==> src/hw/rtl/sstr_pkg.sv <==
// shared constants, types and codes for the step sequencer trigger ramp block
// no dependencies; used by step_sequencer_trigger_ramp_core
package sstr_pkg;

  // sequencer geometry and time base
  localparam int unsigned StepCount = 16;
  localparam int unsigned TimeWidth = 32;
  localparam int unsigned PosWidth  = $clog2(StepCount);
  localparam int unsigned DistWidth = $clog2(StepCount + 1);

  // ramp format: unsigned Q0.16 with one extra bit so that one is representable
  localparam int unsigned RampFrac  = 16;
  localparam int unsigned RampWidth = RampFrac + 1;
  localparam int unsigned CntWidth  = $clog2(RampFrac);

  // item field widths
  localparam int unsigned ModeWidth = 2;
  localparam int unsigned IdxWidth  = 4;

  // stream packing
  localparam int unsigned InFields  = IdxWidth + TimeWidth;
  localparam int unsigned InDataW   = ((InFields + 7) / 8) * 8;
  localparam int unsigned OutFields = 1 + PosWidth + RampWidth + DistWidth + StepCount;
  localparam int unsigned OutDataW  = ((OutFields + 7) / 8) * 8;

  // operation codes carried in tuser
  typedef enum logic [ModeWidth-1:0] {
    MODE_ADVANCE = 2'd0,
    MODE_TOGGLE  = 2'd1,
    MODE_RESET   = 2'd2,
    MODE_SAMPLE  = 2'd3
  } mode_e;

  typedef logic [TimeWidth-1:0] time_t;
  typedef logic [StepCount-1:0] pattern_t;

  // one result item
  typedef struct packed {
    pattern_t               pattern_bits;
    logic [DistWidth-1:0]   steps_to_next;
    logic [RampWidth-1:0]   ramp;
    logic [PosWidth-1:0]    step_position;
    logic                   trigger;
  } result_t;

endpackage

==> src/hw/rtl/step_sequencer_trigger_ramp_core.sv <==
// step sequencer trigger ramp: 16-step circular trigger sequencer with ramp output
// depends on sstr_pkg; single module, datapath under a small fsm
//
// Usage:
//   Input items arrive on the s_axis group: tuser carries the mode (advance,
//   toggle, reset to step 0, sample), tdata the step index and a timestamp.
//   Every accepted item yields exactly one result item on the m_axis group with
//   the trigger flag, step position, ramp, distance to next step and pattern.
//   The enable register is written through cfg_we_i/cfg_wdata_i; the user must
//   write it only while idle, as the block itself does not enforce this.
//   A result passes through ST_SETUP, ST_DIVIDE if the ramp is divided, and
//   ST_FINISH; an advance onto a set step first goes through ST_SEARCH, ST_SPAN.
//   The ramp quotient takes one restoring-divide step per cycle (16 steps),
//   and the search for the next set step checks one step per cycle.
//   The block takes one item at a time and is ready again the cycle after the
//   result is loaded, so it never takes a new item before the last is done.
//   A finished result sits in an output register; the next item is accepted
//   while it waits. If the receiver stalls, the block holds its next result
//   internally until the output register frees up.
//   Reset clears the pattern, position, enable and all time state but now_q.
module step_sequencer_trigger_ramp_core (
  input  logic                          clk_i,
  input  logic                          rst_ni,
  // configuration: enable
  input  logic                          cfg_we_i,
  input  logic                          cfg_wdata_i,
  // input items
  input  logic                          s_axis_tvalid,
  output logic                          s_axis_tready,
  // tdata: step_index[3:0], timestamp[35:4], zero fill
  input  logic [sstr_pkg::InDataW-1:0]  s_axis_tdata,
  // tuser: mode[1:0]
  input  logic [sstr_pkg::ModeWidth-1:0] s_axis_tuser,
  // result items
  output logic                          m_axis_tvalid,
  input  logic                          m_axis_tready,
  // tdata: trigger[0], step_position[4:1], ramp[21:5], steps_to_next[26:22],
  //        pattern_bits[42:27], zero fill
  output logic [sstr_pkg::OutDataW-1:0] m_axis_tdata
);

  localparam int unsigned TW  = sstr_pkg::TimeWidth;
  localparam int unsigned PW  = sstr_pkg::PosWidth;
  localparam int unsigned DW  = sstr_pkg::DistWidth;
  localparam int unsigned SC  = sstr_pkg::StepCount;
  localparam int unsigned RF  = sstr_pkg::RampFrac;
  localparam int unsigned RW  = sstr_pkg::RampWidth;
  localparam int unsigned CW  = sstr_pkg::CntWidth;
  localparam int unsigned PRW = TW + DW;

  typedef enum logic [2:0] {
    ST_IDLE,
    ST_SEARCH,
    ST_SPAN,
    ST_SETUP,
    ST_DIVIDE,
    ST_FINISH
  } state_e;

  state_e                 state_q, state_d;
  sstr_pkg::pattern_t     pattern_q, pattern_d;
  logic [PW-1:0]          pos_q, pos_d;
  sstr_pkg::time_t        last_q, last_d;
  sstr_pkg::time_t        period_q, period_d;
  sstr_pkg::time_t        trig_time_q, trig_time_d;
  sstr_pkg::time_t        span_q, span_d;
  logic [DW-1:0]          dist_q, dist_d;
  logic                   enable_q, enable_d;
  sstr_pkg::time_t        now_q, now_d;
  logic                   trig_q, trig_d;
  logic [PW-1:0]          k_q, k_d;
  sstr_pkg::time_t        rem_q, rem_d;
  logic [RW-1:0]          quo_q, quo_d;
  logic [CW-1:0]          cnt_q, cnt_d;
  sstr_pkg::result_t      out_q, out_d;
  logic                   out_valid_q, out_valid_d;

  // input unpacking
  sstr_pkg::mode_e        in_mode;
  logic [sstr_pkg::IdxWidth-1:0] in_idx;
  sstr_pkg::time_t        in_time;

  // datapath helpers
  logic [PW-1:0]          pos_inc;
  logic [PW:0]            probe_sum;
  logic [PW-1:0]          probe_idx;
  logic [PRW-1:0]         product;
  sstr_pkg::time_t        elapsed;
  logic [TW:0]            rem_shift;
  logic [TW:0]            rem_diff;
  logic                   out_free;

  assign in_mode = sstr_pkg::mode_e'(s_axis_tuser);
  assign in_idx  = s_axis_tdata[sstr_pkg::IdxWidth-1:0];
  assign in_time = s_axis_tdata[sstr_pkg::IdxWidth +: TW];

  assign s_axis_tready = (state_q == ST_IDLE);
  assign m_axis_tvalid = out_valid_q;
  assign m_axis_tdata  = {{(sstr_pkg::OutDataW - sstr_pkg::OutFields){1'b0}}, out_q};
  assign out_free      = !out_valid_q || m_axis_tready;

  // next position with wrap
  assign pos_inc = (pos_q == PW'(SC - 1)) ? '0 : pos_q + 1'b1;

  // circular probe of the step k ahead of the current position
  assign probe_sum = {1'b0, pos_q} + {1'b0, k_q};
  assign probe_idx = (probe_sum >= (PW+1)'(SC)) ? PW'(probe_sum - (PW+1)'(SC))
                                                : probe_sum[PW-1:0];

  // span multiply: period times (distance + 1), narrow second operand
  assign product = PRW'(period_q) * PRW'(dist_q + 1'b1);

  // subtract/compare logic for elapsed time and divide steps
  assign elapsed   = now_q - trig_time_q;
  assign rem_shift = {rem_q, 1'b0};
  assign rem_diff  = rem_shift - {1'b0, span_q};

  // next-state and datapath control
  always_comb begin
    state_d     = state_q;
    pattern_d   = pattern_q;
    pos_d       = pos_q;
    last_d      = last_q;
    period_d    = period_q;
    trig_time_d = trig_time_q;
    span_d      = span_q;
    dist_d      = dist_q;
    enable_d    = cfg_we_i ? cfg_wdata_i : enable_q;
    now_d       = now_q;
    trig_d      = trig_q;
    k_d         = k_q;
    rem_d       = rem_q;
    quo_d       = quo_q;
    cnt_d       = cnt_q;
    out_d       = out_q;
    out_valid_d = out_valid_q && !m_axis_tready;

    unique case (state_q)
      ST_IDLE: begin
        if (s_axis_tvalid) begin
          now_d   = in_time;
          trig_d  = 1'b0;
          state_d = ST_SETUP;
          unique case (in_mode)
            sstr_pkg::MODE_ADVANCE: begin
              pos_d    = pos_inc;
              period_d = in_time - last_q;
              last_d   = in_time;
              if (pattern_q[pos_inc]) begin
                trig_time_d = in_time;
                trig_d      = enable_q;
                k_d         = PW'(1);
                state_d     = ST_SEARCH;
              end
            end
            sstr_pkg::MODE_TOGGLE: begin
              if (enable_q && ({1'b0, in_idx} < ($bits(in_idx)+1)'(SC))) begin
                pattern_d[PW'(in_idx)] = !pattern_q[PW'(in_idx)];
              end
            end
            sstr_pkg::MODE_RESET: begin
              pos_d = '0;
            end
            sstr_pkg::MODE_SAMPLE: begin
            end
            default: begin
            end
          endcase
        end
      end

      // one step of the pattern checked per cycle
      ST_SEARCH: begin
        if (pattern_q[probe_idx]) begin
          dist_d  = DW'(k_q);
          state_d = ST_SPAN;
        end else if (k_q == PW'(SC - 1)) begin
          dist_d  = DW'(SC);
          state_d = ST_SPAN;
        end else begin
          k_d = k_q + 1'b1;
        end
      end

      // saturate the span to the time width
      ST_SPAN: begin
        if (product[PRW-1:TW] != '0) begin
          span_d = '1;
        end else begin
          span_d = product[TW-1:0];
        end
        state_d = ST_SETUP;
      end

      // zero span or elapsed past span saturates the ramp
      ST_SETUP: begin
        if ((span_q == '0) || (elapsed >= span_q)) begin
          quo_d   = RW'(1) << RF;
          state_d = ST_FINISH;
        end else begin
          rem_d   = elapsed;
          quo_d   = '0;
          cnt_d   = '0;
          state_d = ST_DIVIDE;
        end
      end

      // restoring divide, one quotient bit per cycle
      ST_DIVIDE: begin
        if (!rem_diff[TW]) begin
          rem_d = rem_diff[TW-1:0];
          quo_d = {quo_q[RW-2:0], 1'b1};
        end else begin
          rem_d = rem_shift[TW-1:0];
          quo_d = {quo_q[RW-2:0], 1'b0};
        end
        cnt_d = cnt_q + 1'b1;
        if (cnt_q == CW'(RF - 1)) begin
          state_d = ST_FINISH;
        end
      end

      // hand the result to the output register once it is free
      ST_FINISH: begin
        if (out_free) begin
          out_d.trigger       = trig_q;
          out_d.step_position = pos_q;
          out_d.ramp          = quo_q;
          out_d.steps_to_next = dist_q;
          out_d.pattern_bits  = pattern_q;
          out_valid_d         = 1'b1;
          state_d             = ST_IDLE;
        end
      end

      default: begin
        state_d = ST_IDLE;
      end
    endcase
  end

  // state and registered outputs
  always_ff @(posedge clk_i or negedge rst_ni) begin
    if (!rst_ni) begin
      state_q     <= ST_IDLE;
      pattern_q   <= '0;
      pos_q       <= '0;
      last_q      <= '0;
      period_q    <= '0;
      trig_time_q <= '0;
      span_q      <= '0;
      dist_q      <= '0;
      enable_q    <= 1'b0;
      trig_q      <= 1'b0;
      out_valid_q <= 1'b0;
    end else begin
      state_q     <= state_d;
      pattern_q   <= pattern_d;
      pos_q       <= pos_d;
      last_q      <= last_d;
      period_q    <= period_d;
      trig_time_q <= trig_time_d;
      span_q      <= span_d;
      dist_q      <= dist_d;
      enable_q    <= enable_d;
      trig_q      <= trig_d;
      out_valid_q <= out_valid_d;
    end
  end

  // payload registers
  always_ff @(posedge clk_i) begin
    now_q <= now_d;
    k_q   <= k_d;
    rem_q <= rem_d;
    quo_q <= quo_d;
    cnt_q <= cnt_d;
    out_q <= out_d;
  end

endmodule
==> config.mk <==
export PLATFORM = sky130hd
export DESIGN_NAME = step_sequencer_trigger_ramp_core
export DESIGN_NICKNAME = d
export VERILOG_FILES = /design/src/hw/rtl/sstr_pkg.sv /design/src/hw/rtl/step_sequencer_trigger_ramp_core.sv
export SDC_FILE = /design/constraint.sdc
export NUM_CORES = 1
export LEC_CHECK = 0
export ABC_CLOCK_PERIOD_IN_PS = 12960
export BUFFER_PORTS_ARGS = -buffer_cell sky130_fd_sc_hd__buf_2
export CAP_MARGIN = 20
export CORE_UTILIZATION = 60
export CTS_BUF_LIST = sky130_fd_sc_hd__clkbuf_4
export CTS_CLUSTER_DIAMETER = 50
export DETAILED_ROUTE_END_ITERATION = 10
export GPL_TIMING_DRIVEN = 0
export MAX_ROUTING_LAYER = met4
export PLACE_DENSITY = 0.76
export SETUP_SLACK_MARGIN = 0.4
export SLEW_MARGIN = 20
export SYNTH_ARGS = -nofsm -noshare
export SYNTH_HDL_FRONTEND = slang
export SYNTH_SLANG_ARGS = --single-unit
==> constraint.sdc <==
create_clock -name clk_i -period 12.96 [get_ports clk_i]
set_input_delay 0.648 -clock clk_i [delete_from_list [all_inputs] [get_ports clk_i]]
set_output_delay 0.648 -clock clk_i [all_outputs]
set_load 0.01 [all_outputs]
==> reports/metrics.csv <==
stage,metric,value,unit
cts,cts_resized,0,
cts,root_buffer,clkbuf_4,
synthesis,synth_area_leaders,"dfrtp_1 (17%), edfxtp_1 (17%), fa_1 (11%)",
cts,ctsHoldBuffers,1,
setup_path,worstSetupEndpointType,register,
detailed_routing,viasPerCell,5.88,
synthesis,netlist_area,23100,sq um
pwr,p_sw,3320,uW
pwr,clkPwrFrac,12.5,%
finish,drive_gt1_share,11.7,%
pwr,p_leak,0.0116,uW
timing,fin_tns_setup,0,ps
timing,timing.final.setup_violations,0,
global_routing,track_usage,32.7,%
synthesis,ys_seq_area_share,34.4,%
timing,clock.fmax,140,MHz
die,die_y,198,um
finish,final_nets,2912,
placed_design,portBuffers,86,
cts,numCtsBuffers,74,
synthesis,synth_most_common_cell,inv_1,
global_routing,antenna_found_initial,1,
detailed_routing,ant_nets,0,
global_routing,grt_overflow_total,0,
timing,worstMarginPinSlew,856,ps
setup_path,critPathSlowestCell,dfrtp_1,
timing,period_needed,7130,ps
die,ios,98,
finish,final_cells,3129,
cts,clock_latency,720,ps
worst_hold_path,hp-class,in -> reg,
setup_path,slowest_delay,770,ps
cts,htreeDepth,3,
run,maxCapViolations,0,
timing,timing.slew.headroom,42.4,%
cts,clk_pin_slew,70,ps
pwr,intPower,3490,uW
run_status,status,finished clean,
global_routing,grt_pass1_vias,18600,
placed_design,gp_congestion,0.933,
global_routing,grt_max_degree,88,
placed_design,placedCellCount,2997,
detailed_routing,drt_wl_total,60100,um
pwr,vdd_drop_max,0.113,mV
detailed_routing,detail_route.wl_per_cell,19.2,um
global_routing,grt_pass1_wl,96700,um
placed_design,preCtsSetupSlack,5940,ps
setup_path,crit_top_cell,fa_1,
setup_path,crit_buf_inv,5,
timing,skew,36.8,ps
synthesis,synthArstFlopShare,54.6,%
synthesis,yosysUniqueCellTypes,77,
timing,rsz0062_at_grt,false,
die,die_width,198,um
cts,clock-sinks,291,
detailed_routing,drt_iter0_markers,1308,
setup_path,crit_type,reg -> reg,
synthesis,yosysTopAreaCell,dfrtp_1,
cts,cts.path.max_buffers,3,
synthesis,synth.top_cells.by_count,"inv_1 (275), nand2_1 (194), ha_1 (177)",
cts,tritoncts,built,
detailed_routing,vias,18400,
synthesis,ys_ff_latch,291,
synthesis,synthCells,2392,
pwr,combPwrFrac,64.2,%
detailed_routing,drc,0,
pwr,p_sw_share,48.8,%
die,core,37800,sq um
die,rows,71,
setup_path,cp.arrival,7720,ps
detailed_routing,drt_first_pass_iters,5,
pwr,seq_power_share,23.3,%
finish,nFillCells,3041,
timing,hold_viol_final,0,
setup_path,cp_cell_sequence,ha_1 > nand3_1 > xor2_1 > clkbuf_1 > nor2b_1 > fa_1 > fa_1 > inv_1 > fa_1 > inv_1 > ha_1 > o21a_1 > o21a_1 > o22ai_1 > a31o_2 > o31a_1 > a21oi_1 > a31oi_1 > xnor2_1 > nor4_1 > and4_1 > buf_6 > buf_6 > a21oi_1,
setup_path,required,13550,ps
synthesis,synth_edf_count,132,
timing,period_share,55.0,%
timing,fin_ws,5830,ps
pwr,pwr_density_cell,270,nW/um^2
cts,post_cts_buffers,0,
setup_path,cp-start-kind,register,
synthesis,ys.flop_type,dfrtp_1,
placed_design,hpwl,47100,um
setup_path,crit_fanout,10,
timing,slew_viol_final,0,
synthesis,synth_area_per_cell,9.64,sq um
setup_path,path_delay_family,adder cells,
synthesis,synth_top_area_share,17.3,%
finish,syn2layout_area_growth,9.65,%
setup_path,ff2ff_setup_slack,5830,ps
die,start_util,61.1,%
synthesis,ys_warn_count,0,
die,die_area,39200,sq um
## final timing paths
path / from / to / cells after the start
setup / recovery: dist_q[0]$_DFFE_PN0P_ / span_q[7]$_DFFE_PN0P_ / 24
hold / removal: s_axis_tdata[4] / now_q[0]$_DFFE_PP_ / 1
setup reg to reg: dist_q[0]$_DFFE_PN0P_ / span_q[7]$_DFFE_PN0P_ / 24
hold reg to reg: quo_q[16]$_DFFE_PP_ / m_axis_tdata[21]$_DFFE_PP_ / 0
max in group asynchronous: rst_ni / span_q[23]$_DFFE_PN0P_ / 3
min in group asynchronous: rst_ni / trig_time_q[5]$_DFFE_PN0P_ / 2
## flip-flops by register name (all words and copies together), names as in the netlist, 3 cells and up
name / cells
cnt_q: 4
dist_q: 5
k_q: 4
last_q: 32
m_axis_tdata: 43
now_q: 32
pattern_q: 16
period_q: 32
pos_q: 4
quo_q: 17
rem_q: 32
span_q: 32
state_q: 3
trig_time_q: 32
## cells in the final DEF, fill, tap and decap left out, drive strengths merged, types with 7 or more instances in the layout
cell type  netlist  layout
inv            275     275
nand2          194     194
ha             177     177
clkbuf          60     168
a21oi          162     162
dfrtp          159     159
o21ai          159     159
edfxtp         132     132
nor2           132     132
fa             124     124
nor2b          110     110
buf             17     107
and2            94      94
xnor2           69      69
xor2            52      52
a21o            51      51
mux2            47      47
nand2b          38      38
nand3           32      32
nor3            26      26
and3            26      26
o21a            23      23
nand4           20      20
mux2i           20      20
a31oi           18      18
clkinv           0      17
a211oi          14      14
mux4            14      14
nor4            13      13
o31ai           13      13
o21bai          11      11
o211ai          11      11
o2111ai          7       7
or3              7       7
## routing by layer
layer | track usage [%] | share of wire, %
met5 | - | 0
met4 | 12.8 | 3.5
met3 | 5.09 | 6.8
met2 | 50.3 | 46
met1 | 43.6 | 44
## worst reg2reg max path, cell delays in order, from the launching register on
cell	delay, ps
dfrtp_1	770
ha_1	320
nand3_1	100
xor2_1	400
clkbuf_1	560
nor2b_1	150
fa_1	530
fa_1	560
inv_1	60
fa_1	530
inv_1	40
ha_1	330
o21a_1	150
o21a_1	130
o22ai_1	80
a31o_2	260
o31a_1	290
a21oi_1	510
a31oi_1	190
xnor2_1	160
nor4_1	280
and4_1	240
buf_6	130
buf_6	160
a21oi_1	80
## power groups by stage
stage / clock network (uW) / logic, uW / registers (uW)
after floorplan: 0 / 3240 / 1490
after global placement: 0 / 4140 / 1600
after detailed placement: 0 / 4300 / 1600
after CTS: 863 / 4340 / 1580
after global routing: 908 / 4930 / 1610
final: 851 / 4380 / 1590
## per-stage QoR
step	total power [uW]	area, sq um	utilization (%)	hold slack (ps)
3_5_place_dp	5900	24300	64.3	407
4_1_cts	6780	25300	67.0	113
6_report	6810	25300	67.0	174
5_1_grt	7450	25300	67.0	118
3_3_place_gp	5730	24100	63.9	406
2_1_floorplan	4730	23100	-	352
## cells by family after synthesis
logic type	count (synthesis)	synth area share, %
flip-flops	291	34.4
buffers and inverters	352	6.03
XOR/XNOR	121	4.60
multiplexers	81	4.53
other	1	0.0163
AND/OR/NAND/NOR	710	15.5
adder cells (fa/ha/maj)	301	20.4
AO/OA/AOI/OAI	535	14.5
## final cells by class
| type | count | area [sq um] | share of cell area, % |
|---|---|---|---|
| Sequential cell | 291 | 7940 | 31.4 |
| Antenna cell | 1 | 2.50 | 0.00990 |
| Multi-Input combinational cell | 1753 | 13800 | 54.4 |
| Buffer | 77 | 359 | 1.42 |
| Clock buffer | 108 | 811 | 3.21 |
| Timing Repair Buffer | 91 | 546 | 2.16 |
| Inverter | 275 | 1030 | 4.08 |
| Clock inverter | 22 | 191 | 0.757 |
| Tap cell | 511 | 639 | 2.53 |
No activity file was read; power rests on OpenSTA's default activity.
